[src/sv/baa_pkg.sv]
// ----------------------------------------------------------------------------
// baa_pkg: shared types and constants of the bump arena allocator
// Field widths, command and register codes, and the saturating address add.
// ----------------------------------------------------------------------------
package baa_pkg;

	// Field widths.
	localparam int ADDR_W       = 32;
	localparam int REQ_W        = 24;
	localparam int BLK_W        = 25;
	localparam int CNT_W        = 32;
	localparam int CFG_IDX_W    = 1;
	localparam int CFG_DATA_W   = 24;

	// Arena constants.
	localparam int HEADER_BYTES = 8;
	localparam int ALIGN_BITS   = 2;
	localparam logic [REQ_W-1:0] MIN_PAYLOAD_RST = REQ_W'(12248);

	// Command codes.
	typedef enum logic {
		CMD_ALLOC = 1'b0,
		CMD_FREE  = 1'b1
	} cmd_t;

	// Configuration register indexes.
	typedef enum logic [CFG_IDX_W-1:0] {
		CFG_TRACK_STATS = 1'b0,
		CFG_MIN_PAYLOAD = 1'b1
	} cfg_reg_t;

	// One accepted request.
	typedef struct packed {
		cmd_t              command;
		logic [REQ_W-1:0]  request_size;
		logic [ADDR_W-1:0] free_address;
		logic [ADDR_W-1:0] new_block_base;
	} req_item_t;

	// One result.
	typedef struct packed {
		logic [ADDR_W-1:0] result_address;
		logic              grew;
		logic [BLK_W-1:0]  new_block_bytes;
		logic              rolled_back;
		logic [ADDR_W-1:0] clear_length;
		logic [CNT_W-1:0]  reuse_total;
		logic [CNT_W-1:0]  reuse_byte_total;
		logic [CNT_W-1:0]  free_total;
		logic [CNT_W-1:0]  free_byte_total;
		logic [ADDR_W-1:0] high_water_mark;
	} rsp_item_t;

	// Address plus a byte count, clamped at the top of the address space.
	function automatic logic [ADDR_W-1:0] sat_add(input logic [ADDR_W-1:0] a,
			input logic [BLK_W-1:0] b);
		logic [ADDR_W:0] sum;
		sum = {1'b0, a} + (ADDR_W+1)'(b);
		return sum[ADDR_W] ? {ADDR_W{1'b1}} : sum[ADDR_W-1:0];
	endfunction

endpackage

[src/sv/baa_req_if.sv]
// ----------------------------------------------------------------------------
// baa_req_if: request channel of the bump arena allocator
// Valid/ready handshake carrying one allocate or free command.
// ----------------------------------------------------------------------------
interface baa_req_if;
	logic                       valid;
	logic                       ready;
	baa_pkg::cmd_t              command;
	logic [baa_pkg::REQ_W-1:0]  request_size;
	logic [baa_pkg::ADDR_W-1:0] free_address;
	logic [baa_pkg::ADDR_W-1:0] new_block_base;

	modport source (output valid, command, request_size, free_address, new_block_base,
		input ready);
	modport sink (input valid, command, request_size, free_address, new_block_base,
		output ready);
endinterface

[src/sv/baa_rsp_if.sv]
// ----------------------------------------------------------------------------
// baa_rsp_if: result channel of the bump arena allocator
// Valid/ready handshake carrying one result and the statistics snapshot.
// ----------------------------------------------------------------------------
interface baa_rsp_if;
	logic                       valid;
	logic                       ready;
	logic [baa_pkg::ADDR_W-1:0] result_address;
	logic                       grew;
	logic [baa_pkg::BLK_W-1:0]  new_block_bytes;
	logic                       rolled_back;
	logic [baa_pkg::ADDR_W-1:0] clear_length;
	logic [baa_pkg::CNT_W-1:0]  reuse_total;
	logic [baa_pkg::CNT_W-1:0]  reuse_byte_total;
	logic [baa_pkg::CNT_W-1:0]  free_total;
	logic [baa_pkg::CNT_W-1:0]  free_byte_total;
	logic [baa_pkg::ADDR_W-1:0] high_water_mark;

	modport source (output valid, result_address, grew, new_block_bytes, rolled_back,
		clear_length, reuse_total, reuse_byte_total, free_total, free_byte_total,
		high_water_mark, input ready);
	modport sink (input valid, result_address, grew, new_block_bytes, rolled_back,
		clear_length, reuse_total, reuse_byte_total, free_total, free_byte_total,
		high_water_mark, output ready);
endinterface

[src/sv/baa_cfg_if.sv]
// ----------------------------------------------------------------------------
// baa_cfg_if: configuration write channel of the bump arena allocator
// Valid/ready handshake carrying a register index and write data.
// ----------------------------------------------------------------------------
interface baa_cfg_if;
	logic                           valid;
	logic                           ready;
	logic [baa_pkg::CFG_IDX_W-1:0]  reg_index;
	logic [baa_pkg::CFG_DATA_W-1:0] wdata;

	modport source (output valid, reg_index, wdata, input ready);
	modport sink (input valid, reg_index, wdata, output ready);
endinterface

[src/sv/bump_arena_allocator_with_lifo_free.sv]
// ----------------------------------------------------------------------------
// bump_arena_allocator_with_lifo_free: bump-pointer arena with LIFO free
// Allocates 4-byte aligned chunks from the current block, opens a new block
// when a request does not fit; with stats on, free rolls back the last alloc.
// ----------------------------------------------------------------------------
//
//   Channel  Direction  Carries
//   cfg      in         register index and write data
//   req      in         command, request size, free address, new block base
//   rsp      out        result address, block growth, rollback, statistics
//
// One request per cycle is sustained while the result channel is ready. A
// request is captured in the input register and processed in a single pass
// of adds and compares against the arena registers into the result register.
// A stalled result register holds its request back; the input register still
// takes one more request. Reset clears all arena state and counters, and the
// block is ready right after reset.
module bump_arena_allocator_with_lifo_free (
	input  logic clk,
	input  logic arst_n,
	baa_cfg_if.sink   cfg,
	baa_req_if.sink   req,
	baa_rsp_if.source rsp
);

	// Configuration registers.
	logic                          track_stats_q;
	logic [baa_pkg::REQ_W-1:0]     min_payload_q;

	// Arena state.
	logic [baa_pkg::ADDR_W-1:0]    bump_q, block_end_q, last_alloc_q, high_water_q;
	logic [baa_pkg::CNT_W-1:0]     reuse_cnt_q, reuse_bytes_q, free_cnt_q, freed_bytes_q;

	// Pipeline registers.
	logic                          valid_s1;
	baa_pkg::req_item_t            item_s1;
	logic                          rsp_valid_q;
	baa_pkg::rsp_item_t            rsp_q;

	// Next arena state and result.
	logic [baa_pkg::ADDR_W-1:0]    bump_d, block_end_d, last_alloc_d, high_water_d;
	logic [baa_pkg::CNT_W-1:0]     reuse_cnt_d, reuse_bytes_d, free_cnt_d, freed_bytes_d;
	baa_pkg::rsp_item_t            rsp_d;

	// Datapath intermediates.
	logic [baa_pkg::BLK_W-1:0]     size_sum, size, payload, block_bytes;
	logic [baa_pkg::BLK_W:0]       block_sum;
	logic [baa_pkg::ADDR_W:0]      fit_end;
	logic                          fits;
	logic [baa_pkg::ADDR_W-1:0]    base_bump, base_end, alloc, next_ptr, gap, reused;
	logic [baa_pkg::ADDR_W-1:0]    free_len;
	logic                          advance, req_fire;

	// Handshakes.
	assign advance   = valid_s1 && (!rsp_valid_q || rsp.ready);
	assign req.ready = !valid_s1 || advance;
	assign req_fire  = req.valid && req.ready;
	assign cfg.ready = 1'b1;

	// Configuration writes.
	always_ff @(posedge clk or negedge arst_n) begin
		if (!arst_n) begin
			track_stats_q <= 1'b0;
			min_payload_q <= baa_pkg::MIN_PAYLOAD_RST;
		end else if (cfg.valid) begin
			case (baa_pkg::cfg_reg_t'(cfg.reg_index))
				baa_pkg::CFG_TRACK_STATS: track_stats_q <= cfg.wdata[0];
				baa_pkg::CFG_MIN_PAYLOAD: min_payload_q <= cfg.wdata[baa_pkg::REQ_W-1:0];
				default: ;
			endcase
		end
	end

	// Input register.
	always_ff @(posedge clk or negedge arst_n) begin
		if (!arst_n) begin
			valid_s1 <= 1'b0;
		end else if (req.ready) begin
			valid_s1 <= req.valid;
		end
	end

	always_ff @(posedge clk) begin
		if (req_fire) begin
			item_s1.command        <= req.command;
			item_s1.request_size   <= req.request_size;
			item_s1.free_address   <= req.free_address;
			item_s1.new_block_base <= req.new_block_base;
		end
	end

	// Allocation sizing: round up to four bytes and size a possible new block.
	always_comb begin
		size_sum    = {1'b0, item_s1.request_size} +
			baa_pkg::BLK_W'((1 << baa_pkg::ALIGN_BITS) - 1);
		size        = {size_sum[baa_pkg::BLK_W-1:baa_pkg::ALIGN_BITS],
			{baa_pkg::ALIGN_BITS{1'b0}}};
		payload     = (size > {1'b0, min_payload_q}) ? size : {1'b0, min_payload_q};
		block_sum   = {1'b0, payload} + (baa_pkg::BLK_W+1)'(baa_pkg::HEADER_BYTES);
		block_bytes = block_sum[baa_pkg::BLK_W-1:0];
		fit_end     = {1'b0, bump_q} + (baa_pkg::ADDR_W+1)'(size);
		fits        = fit_end <= {1'b0, block_end_q};
		base_bump   = baa_pkg::sat_add(item_s1.new_block_base,
			baa_pkg::BLK_W'(baa_pkg::HEADER_BYTES));
		base_end    = baa_pkg::sat_add(item_s1.new_block_base, block_bytes);
	end

	// Command processing and next arena state.
	always_comb begin
		alloc    = fits ? bump_q : base_bump;
		next_ptr = baa_pkg::sat_add(alloc, size);
		gap      = high_water_q - alloc;
		reused   = (baa_pkg::ADDR_W'(size) >= gap) ? gap : baa_pkg::ADDR_W'(size);
		free_len = bump_q - last_alloc_q;

		bump_d        = bump_q;
		block_end_d   = block_end_q;
		last_alloc_d  = last_alloc_q;
		high_water_d  = high_water_q;
		reuse_cnt_d   = reuse_cnt_q;
		reuse_bytes_d = reuse_bytes_q;
		free_cnt_d    = free_cnt_q;
		freed_bytes_d = freed_bytes_q;

		rsp_d                 = '0;
		rsp_d.result_address  = item_s1.free_address;

		case (item_s1.command)
			baa_pkg::CMD_ALLOC: begin
				rsp_d.result_address = alloc;
				if (!fits) begin
					block_end_d           = base_end;
					rsp_d.grew            = 1'b1;
					rsp_d.new_block_bytes = block_bytes;
				end
				last_alloc_d = alloc;
				bump_d       = next_ptr;
				if (high_water_q < next_ptr) begin
					high_water_d = next_ptr;
				end
				// Reuse counts allocations starting below the high-water mark.
				if (track_stats_q && (alloc < high_water_q)) begin
					reuse_cnt_d   = reuse_cnt_q + baa_pkg::CNT_W'(1);
					reuse_bytes_d = reuse_bytes_q + baa_pkg::CNT_W'(reused);
				end
			end
			baa_pkg::CMD_FREE: begin
				// Only the most recent allocation can be rolled back.
				if (track_stats_q && (item_s1.free_address == last_alloc_q)) begin
					bump_d             = last_alloc_q;
					free_cnt_d         = free_cnt_q + baa_pkg::CNT_W'(1);
					freed_bytes_d      = freed_bytes_q + baa_pkg::CNT_W'(free_len);
					rsp_d.rolled_back  = 1'b1;
					rsp_d.clear_length = free_len;
				end
			end
			default: ;
		endcase

		rsp_d.reuse_total      = reuse_cnt_d;
		rsp_d.reuse_byte_total = reuse_bytes_d;
		rsp_d.free_total       = free_cnt_d;
		rsp_d.free_byte_total  = freed_bytes_d;
		rsp_d.high_water_mark  = high_water_d;
	end

	// Arena state update, one request per advance.
	always_ff @(posedge clk or negedge arst_n) begin
		if (!arst_n) begin
			bump_q        <= '0;
			block_end_q   <= '0;
			last_alloc_q  <= '0;
			high_water_q  <= '0;
			reuse_cnt_q   <= '0;
			reuse_bytes_q <= '0;
			free_cnt_q    <= '0;
			freed_bytes_q <= '0;
		end else if (advance) begin
			bump_q        <= bump_d;
			block_end_q   <= block_end_d;
			last_alloc_q  <= last_alloc_d;
			high_water_q  <= high_water_d;
			reuse_cnt_q   <= reuse_cnt_d;
			reuse_bytes_q <= reuse_bytes_d;
			free_cnt_q    <= free_cnt_d;
			freed_bytes_q <= freed_bytes_d;
		end
	end

	// Result register.
	always_ff @(posedge clk or negedge arst_n) begin
		if (!arst_n) begin
			rsp_valid_q <= 1'b0;
		end else if (advance) begin
			rsp_valid_q <= 1'b1;
		end else if (rsp.ready) begin
			rsp_valid_q <= 1'b0;
		end
	end

	always_ff @(posedge clk) begin
		if (advance) begin
			rsp_q <= rsp_d;
		end
	end

	// Result channel outputs.
	assign rsp.valid            = rsp_valid_q;
	assign rsp.result_address   = rsp_q.result_address;
	assign rsp.grew             = rsp_q.grew;
	assign rsp.new_block_bytes  = rsp_q.new_block_bytes;
	assign rsp.rolled_back      = rsp_q.rolled_back;
	assign rsp.clear_length     = rsp_q.clear_length;
	assign rsp.reuse_total      = rsp_q.reuse_total;
	assign rsp.reuse_byte_total = rsp_q.reuse_byte_total;
	assign rsp.free_total       = rsp_q.free_total;
	assign rsp.free_byte_total  = rsp_q.free_byte_total;
	assign rsp.high_water_mark  = rsp_q.high_water_mark;

endmodule

[src/flat_wrapper.sv]
// flat-port wrapper written by rule: the top's interface ports become plain ports
module bump_arena_allocator_with_lifo_free_flat 
  (clk, arst_n, cfg_valid, cfg_reg_index, cfg_wdata, cfg_ready, req_valid, req_command, req_request_size, req_free_address, req_new_block_base, req_ready, rsp_valid, rsp_result_address, rsp_grew, rsp_new_block_bytes, rsp_rolled_back, rsp_clear_length, rsp_reuse_total, rsp_reuse_byte_total, rsp_free_total, rsp_free_byte_total, rsp_high_water_mark, rsp_ready);
  baa_cfg_if cfg_i ();
  baa_req_if req_i ();
  baa_rsp_if rsp_i ();
  input  logic clk;
  input  logic arst_n;
  input wire logic [$bits(cfg_i.valid)-1:0] cfg_valid;
  input wire logic [$bits(cfg_i.reg_index)-1:0] cfg_reg_index;
  input wire logic [$bits(cfg_i.wdata)-1:0] cfg_wdata;
  output wire logic [$bits(cfg_i.ready)-1:0] cfg_ready;
  input wire logic [$bits(req_i.valid)-1:0] req_valid;
  input wire logic [$bits(req_i.command)-1:0] req_command;
  input wire logic [$bits(req_i.request_size)-1:0] req_request_size;
  input wire logic [$bits(req_i.free_address)-1:0] req_free_address;
  input wire logic [$bits(req_i.new_block_base)-1:0] req_new_block_base;
  output wire logic [$bits(req_i.ready)-1:0] req_ready;
  output wire logic [$bits(rsp_i.valid)-1:0] rsp_valid;
  output wire logic [$bits(rsp_i.result_address)-1:0] rsp_result_address;
  output wire logic [$bits(rsp_i.grew)-1:0] rsp_grew;
  output wire logic [$bits(rsp_i.new_block_bytes)-1:0] rsp_new_block_bytes;
  output wire logic [$bits(rsp_i.rolled_back)-1:0] rsp_rolled_back;
  output wire logic [$bits(rsp_i.clear_length)-1:0] rsp_clear_length;
  output wire logic [$bits(rsp_i.reuse_total)-1:0] rsp_reuse_total;
  output wire logic [$bits(rsp_i.reuse_byte_total)-1:0] rsp_reuse_byte_total;
  output wire logic [$bits(rsp_i.free_total)-1:0] rsp_free_total;
  output wire logic [$bits(rsp_i.free_byte_total)-1:0] rsp_free_byte_total;
  output wire logic [$bits(rsp_i.high_water_mark)-1:0] rsp_high_water_mark;
  input wire logic [$bits(rsp_i.ready)-1:0] rsp_ready;
  assign cfg_i.valid = cfg_valid;
  assign cfg_i.reg_index = cfg_reg_index;
  assign cfg_i.wdata = cfg_wdata;
  assign cfg_ready = cfg_i.ready;
  assign req_i.valid = req_valid;
  assign req_i.command = req_command;
  assign req_i.request_size = req_request_size;
  assign req_i.free_address = req_free_address;
  assign req_i.new_block_base = req_new_block_base;
  assign req_ready = req_i.ready;
  assign rsp_valid = rsp_i.valid;
  assign rsp_result_address = rsp_i.result_address;
  assign rsp_grew = rsp_i.grew;
  assign rsp_new_block_bytes = rsp_i.new_block_bytes;
  assign rsp_rolled_back = rsp_i.rolled_back;
  assign rsp_clear_length = rsp_i.clear_length;
  assign rsp_reuse_total = rsp_i.reuse_total;
  assign rsp_reuse_byte_total = rsp_i.reuse_byte_total;
  assign rsp_free_total = rsp_i.free_total;
  assign rsp_free_byte_total = rsp_i.free_byte_total;
  assign rsp_high_water_mark = rsp_i.high_water_mark;
  assign rsp_i.ready = rsp_ready;
  bump_arena_allocator_with_lifo_free u_core (.clk(clk), .arst_n(arst_n), .cfg(cfg_i), .req(req_i), .rsp(rsp_i));
endmodule
[config.mk]
export PLATFORM = sky130hd
export DESIGN_NAME = bump_arena_allocator_with_lifo_free_flat
export DESIGN_NICKNAME = d
export VERILOG_FILES = /design/src/sv/baa_pkg.sv /design/src/sv/baa_req_if.sv /design/src/sv/baa_rsp_if.sv /design/src/sv/baa_cfg_if.sv /design/src/sv/bump_arena_allocator_with_lifo_free.sv /design/src/flat_wrapper.sv
export SDC_FILE = /design/constraint.sdc
export NUM_CORES = 2
export LEC_CHECK = 0
export BUFFER_PORTS_ARGS = -buffer_cell sky130_fd_sc_hd__buf_2
export CAP_MARGIN = 0
export CORE_ASPECT_RATIO = 1.75
export CORE_MARGIN = 8
export CORE_UTILIZATION = 60
export CTS_CLUSTER_DIAMETER = 50
export DETAILED_ROUTE_END_ITERATION = 10
export PLACE_DENSITY_LB_ADDON = 0.3
export SLEW_MARGIN = 20
export SYNTH_ARGS = -nofsm -noshare
export SYNTH_HDL_FRONTEND = slang
export SYNTH_SLANG_ARGS = --single-unit
[constraint.sdc]
create_clock -name clk -period 19 [get_ports clk]
set_clock_uncertainty 0.05 [all_clocks]
set_input_delay 1.9 -clock clk [delete_from_list [all_inputs] [get_ports clk]]
set_output_delay 1.9 -clock clk [all_outputs]
set_load 0.02 [all_outputs]
==> impl_summary.log <==
INFO  metric result_of_the_run = complete, no violations
INFO  metric period_minus_slack = 15120 ps
INFO  metric grt_start_max_net_pins = 141
INFO  metric buffer_ports.inserted = 371
INFO  metric multi_input_comb_area = 20930 µm²
INFO  metric cellLeakagePower = 0.02038 µW
INFO  metric synthCells = 4031
INFO  metric synth.cell_area = 39490 µm²
INFO  metric path_type_of_the_worst_min_delay_path = reg -> reg
INFO  metric num-nets-final = 4822
INFO  metric ir_worst_vdd = 100.5 µV
INFO  metric rows = 124
INFO  metric critical_path_required = 19350 ps
INFO  metric gr-total-overflow = 0
INFO  metric category_of_the_most_critical_setup_path = reg -> reg
INFO  metric die_area = 74600 µm²
INFO  metric grt_pass1_wl = 186400 µm
INFO  metric floorplan.die.width = 209.9 µm
INFO  metric place_hpwl = 96800 µm
INFO  metric numCtsBuffers = 57
INFO  metric grt_antenna_before_repair = 1
INFO  metric layout.core_utilization = 68.11%
INFO  metric wirelength = 124300 µm
INFO  metric vias = 32167
INFO  metric path_max_fanout = 37
INFO  metric cts_post_setup_buffers_inserted = 0
INFO  metric ys_seq_area_share = 43.82%
INFO  metric post_drt_wl_per_cell = 23.66 µm
INFO  metric cts_htree_levels = 2
INFO  metric cap_viol_max_count = 0
INFO  metric setup.reg_to_reg.worst_slack = 3880 ps
INFO  metric timing.hold.worst_path_depth = 1
INFO  metric first_iter_violations = 2576
INFO  metric critPathArrivalTime = 15470 ps
INFO  metric number_of_flip_flops_and_latches_in_the_synthesized_netlist = 623
INFO  metric ys.warnings.count = 0
INFO  metric timing_worst_slew_pin_value = 1132 ps
INFO  metric max_freq = 66.12 MHz
INFO  metric clk_latency = 660 ps
INFO  metric rsz0062_at_grt = false
INFO  metric ff_latch_area = 17300 µm²
INFO  metric effective_utilization_at_floorplan = 60.60%
INFO  metric grt_pass1_vias = 31888
INFO  metric floorplan.die.height = 355.4 µm
INFO  metric clk_pin_slew = 70 ps
INFO  metric cp_top_family = compound AO/OA/AOI/OAI gates
INFO  metric tritoncts_num_sinks = 623
INFO  metric gp_congestion = 1.007
INFO  metric placeableCoreArea = 65160 µm²
INFO  metric proportion_of_layout_cells_with_a_drive_suffix_above_1 = 14.87%
INFO  metric largest-register = u_core.item_s1
INFO  metric detail-route-antenna-nets = 0
INFO  metric cts-hold-fix-buffers = 0
INFO  metric worst_slew_margin_rel = 23.73%
INFO  metric track_usage = 32.59%
INFO  metric total_power = 5979 µW
INFO  metric cts.repair.resized = 0
INFO  metric final_min_period_over_clock_period = 79.60%
INFO  metric ctsLongestPathBuffers = 3
INFO  metric async_flop_share = 45.43%
INFO  metric cpPeakStageDelay = 710 ps
INFO  metric boundary_pin_count = 373
INFO  metric post-route-drc-count = 0
INFO  metric setup_viol = 0
INFO  metric area.growth.synth_to_final = 12.39%
INFO  metric finalSetupTns = 0 ps
INFO  metric first_pass_iters = 7
INFO  metric worstSetupStartpointType = flip-flop
INFO  metric synthDistinctLibCells = 90
INFO  metric cp-end-kind = flip-flop
INFO  metric cts_tree = done
INFO  metric synth-edff-count = 340
INFO  metric n_fill_cell = 5232
INFO  metric worst-r2r-cell-count = 60
INFO  metric timing.critical_path.depth = 60
INFO  metric timing_hold_violations_final = 0
INFO  metric path_buf_inv = 4
INFO  metric power.density = 134.7 nW/µm²
INFO  metric drt-vias-per-instance = 6.122
INFO  metric cts_root_buffer = clkbuf_16
INFO  metric synthFlopType = edfxtp_1
INFO  metric syn-mean-instance-area = 9.797 µm²
INFO  metric largest_register_ff_count = 89
INFO  metric cpMaxStageDelayCell = a2111oi_0
INFO  metric final-max-slew-violation-count = 0
## through the flow
step / setup WS, ps / instances / instance area, µm² / hold WS (ps)
floorplan: 6742 / 4036 / 39510 / 406.9
global placement: 4317 / 5145 / 42310 / 423.6
detailed placement: 3977 / 5145 / 42310 / 426.9
CTS: 3888 / 5252 / 44380 / 439.6
global route: 2815 / 5252 / 44380 / 471.3
finish: 3876 / 5254 / 44380 / 436.4
## power breakdown
part | internal [µW] | switching [µW] | leakage (µW) | total, µW
Sequential | 1610 | 171 | 0.00694 | 1780
Clock | 721 | 542 | 0.00101 | 1260
Combinational | 1110 | 1830 | 0.0124 | 2930
## cell usage after synthesis (27+ instances only)
master,n,area [µm²]
a21o_1,121,908.4
a21oi_1,217,1086
a31oi_1,27,168.9
and2_1,56,350.3
and3_1,42,262.8
clkbuf_1,110,412.9
dfrtp_1,274,6857
edfxtp_1,340,10210
ha_1,311,3891
inv_1,192,720.7
mux2_2,80,900.9
mux2i_1,43,430.4
nand2_1,468,1757
nand2b_1,32,200.2
nand3_1,122,610.6
nand4_1,63,394.1
nor2_1,268,1006
nor2b_1,32,200.2
nor3_1,75,375.4
o21a_1,41,307.8
o21ai_0,298,1491
o21ai_1,32,160.2
xnor2_1,256,2242
xor2_1,162,1419
## worst reg2reg max path: cells and delay by family, from the launching register on
family	cells	cell delay (ps)
fa+ha+maj	6	1970
simple gates	23	5050
flops	1	470
compound gates	23	5340
xor+xnor	4	860
buf+inv	4	1130
## metal layers
metal	track usage, %	vias up	wire length, µm
li1	-	15162	-
met1	36.55	15134	45360
met2	54.72	1433	58680
met3	5.391	438	8856
met4	25.69	0	11410
met5	0	-	0
## final timing paths
kind | start | to
worst max-delay path | u_core.item_s1[70]$_DFFE_PP_ | u_core.rsp.reuse_byte_total[31]$_DFFE_PP_
min in group asynchronous | arst_n | u_core.block_end_q[31]$_DFFE_PN0P_
worst min-delay path | u_core.free_cnt_q[31]$_DFFE_PN0P_ | u_core.free_cnt_q[31]$_DFFE_PN0P_
worst min register to register | u_core.free_cnt_q[31]$_DFFE_PN0P_ | u_core.free_cnt_q[31]$_DFFE_PN0P_
worst max register to register | u_core.item_s1[70]$_DFFE_PP_ | u_core.rsp.reuse_byte_total[31]$_DFFE_PP_
max in group asynchronous | arst_n | u_core.reuse_bytes_q[20]$_DFFE_PN0P_
## placed cells by master, fill, tap and decap left out, types with 13 or more instances in the layout
cell and instances:
and4_1 16, a21oi_1 217, inv_1 191, o21a_1 41, a211oi_1 21, nand3_1 122
xnor2_1 256, buf_2 370, ha_1 311, nor2b_1 32, o21ai_1 36, a31oi_1 27
or3_1 25, and3_1 42, nand4_1 63, nor2_1 268, nand2_1 466, a22o_1 13
o21bai_1 25, edfxtp_1 340, clkbuf_16 58, or4_1 13, dfrtp_1 274, o21ai_0 294
nand2b_1 32, nor4_1 18, mux2i_1 43, a21o_1 121, nor3_1 75, mux2_2 80
or2_2 19, and2_1 55, xor2_1 162, o22ai_1 20, buf_4 58
## area by class of cell
type / instances / share of cell area, %
antenna: 2 / 0.01128
clock buffer: 74 / 3.563
clock inverter: 33 / 1.099
inverter: 192 / 1.641
multi-input combinational: 3081 / 47.16
sequential: 623 / 38.98
tap: 819 / 2.309
timing repair buffer: 430 / 5.232
## cells by family (layout without fill, tap and decap cells)
kind of cell    count (synthesis)  count (layout)  share of synthesized area, %
buf+inv                       332             729                         3.263
xor+xnor                      418             418                         9.271
compound gates                927             927                         14.50
simple gates                 1281            1281                         15.36
mux                           130             130                         3.571
other cells                     2               9                       0.01902
fa+ha+maj                     318             318                         10.21
flops                         623             623                         43.82
Power figures use the tool's default switching activity.
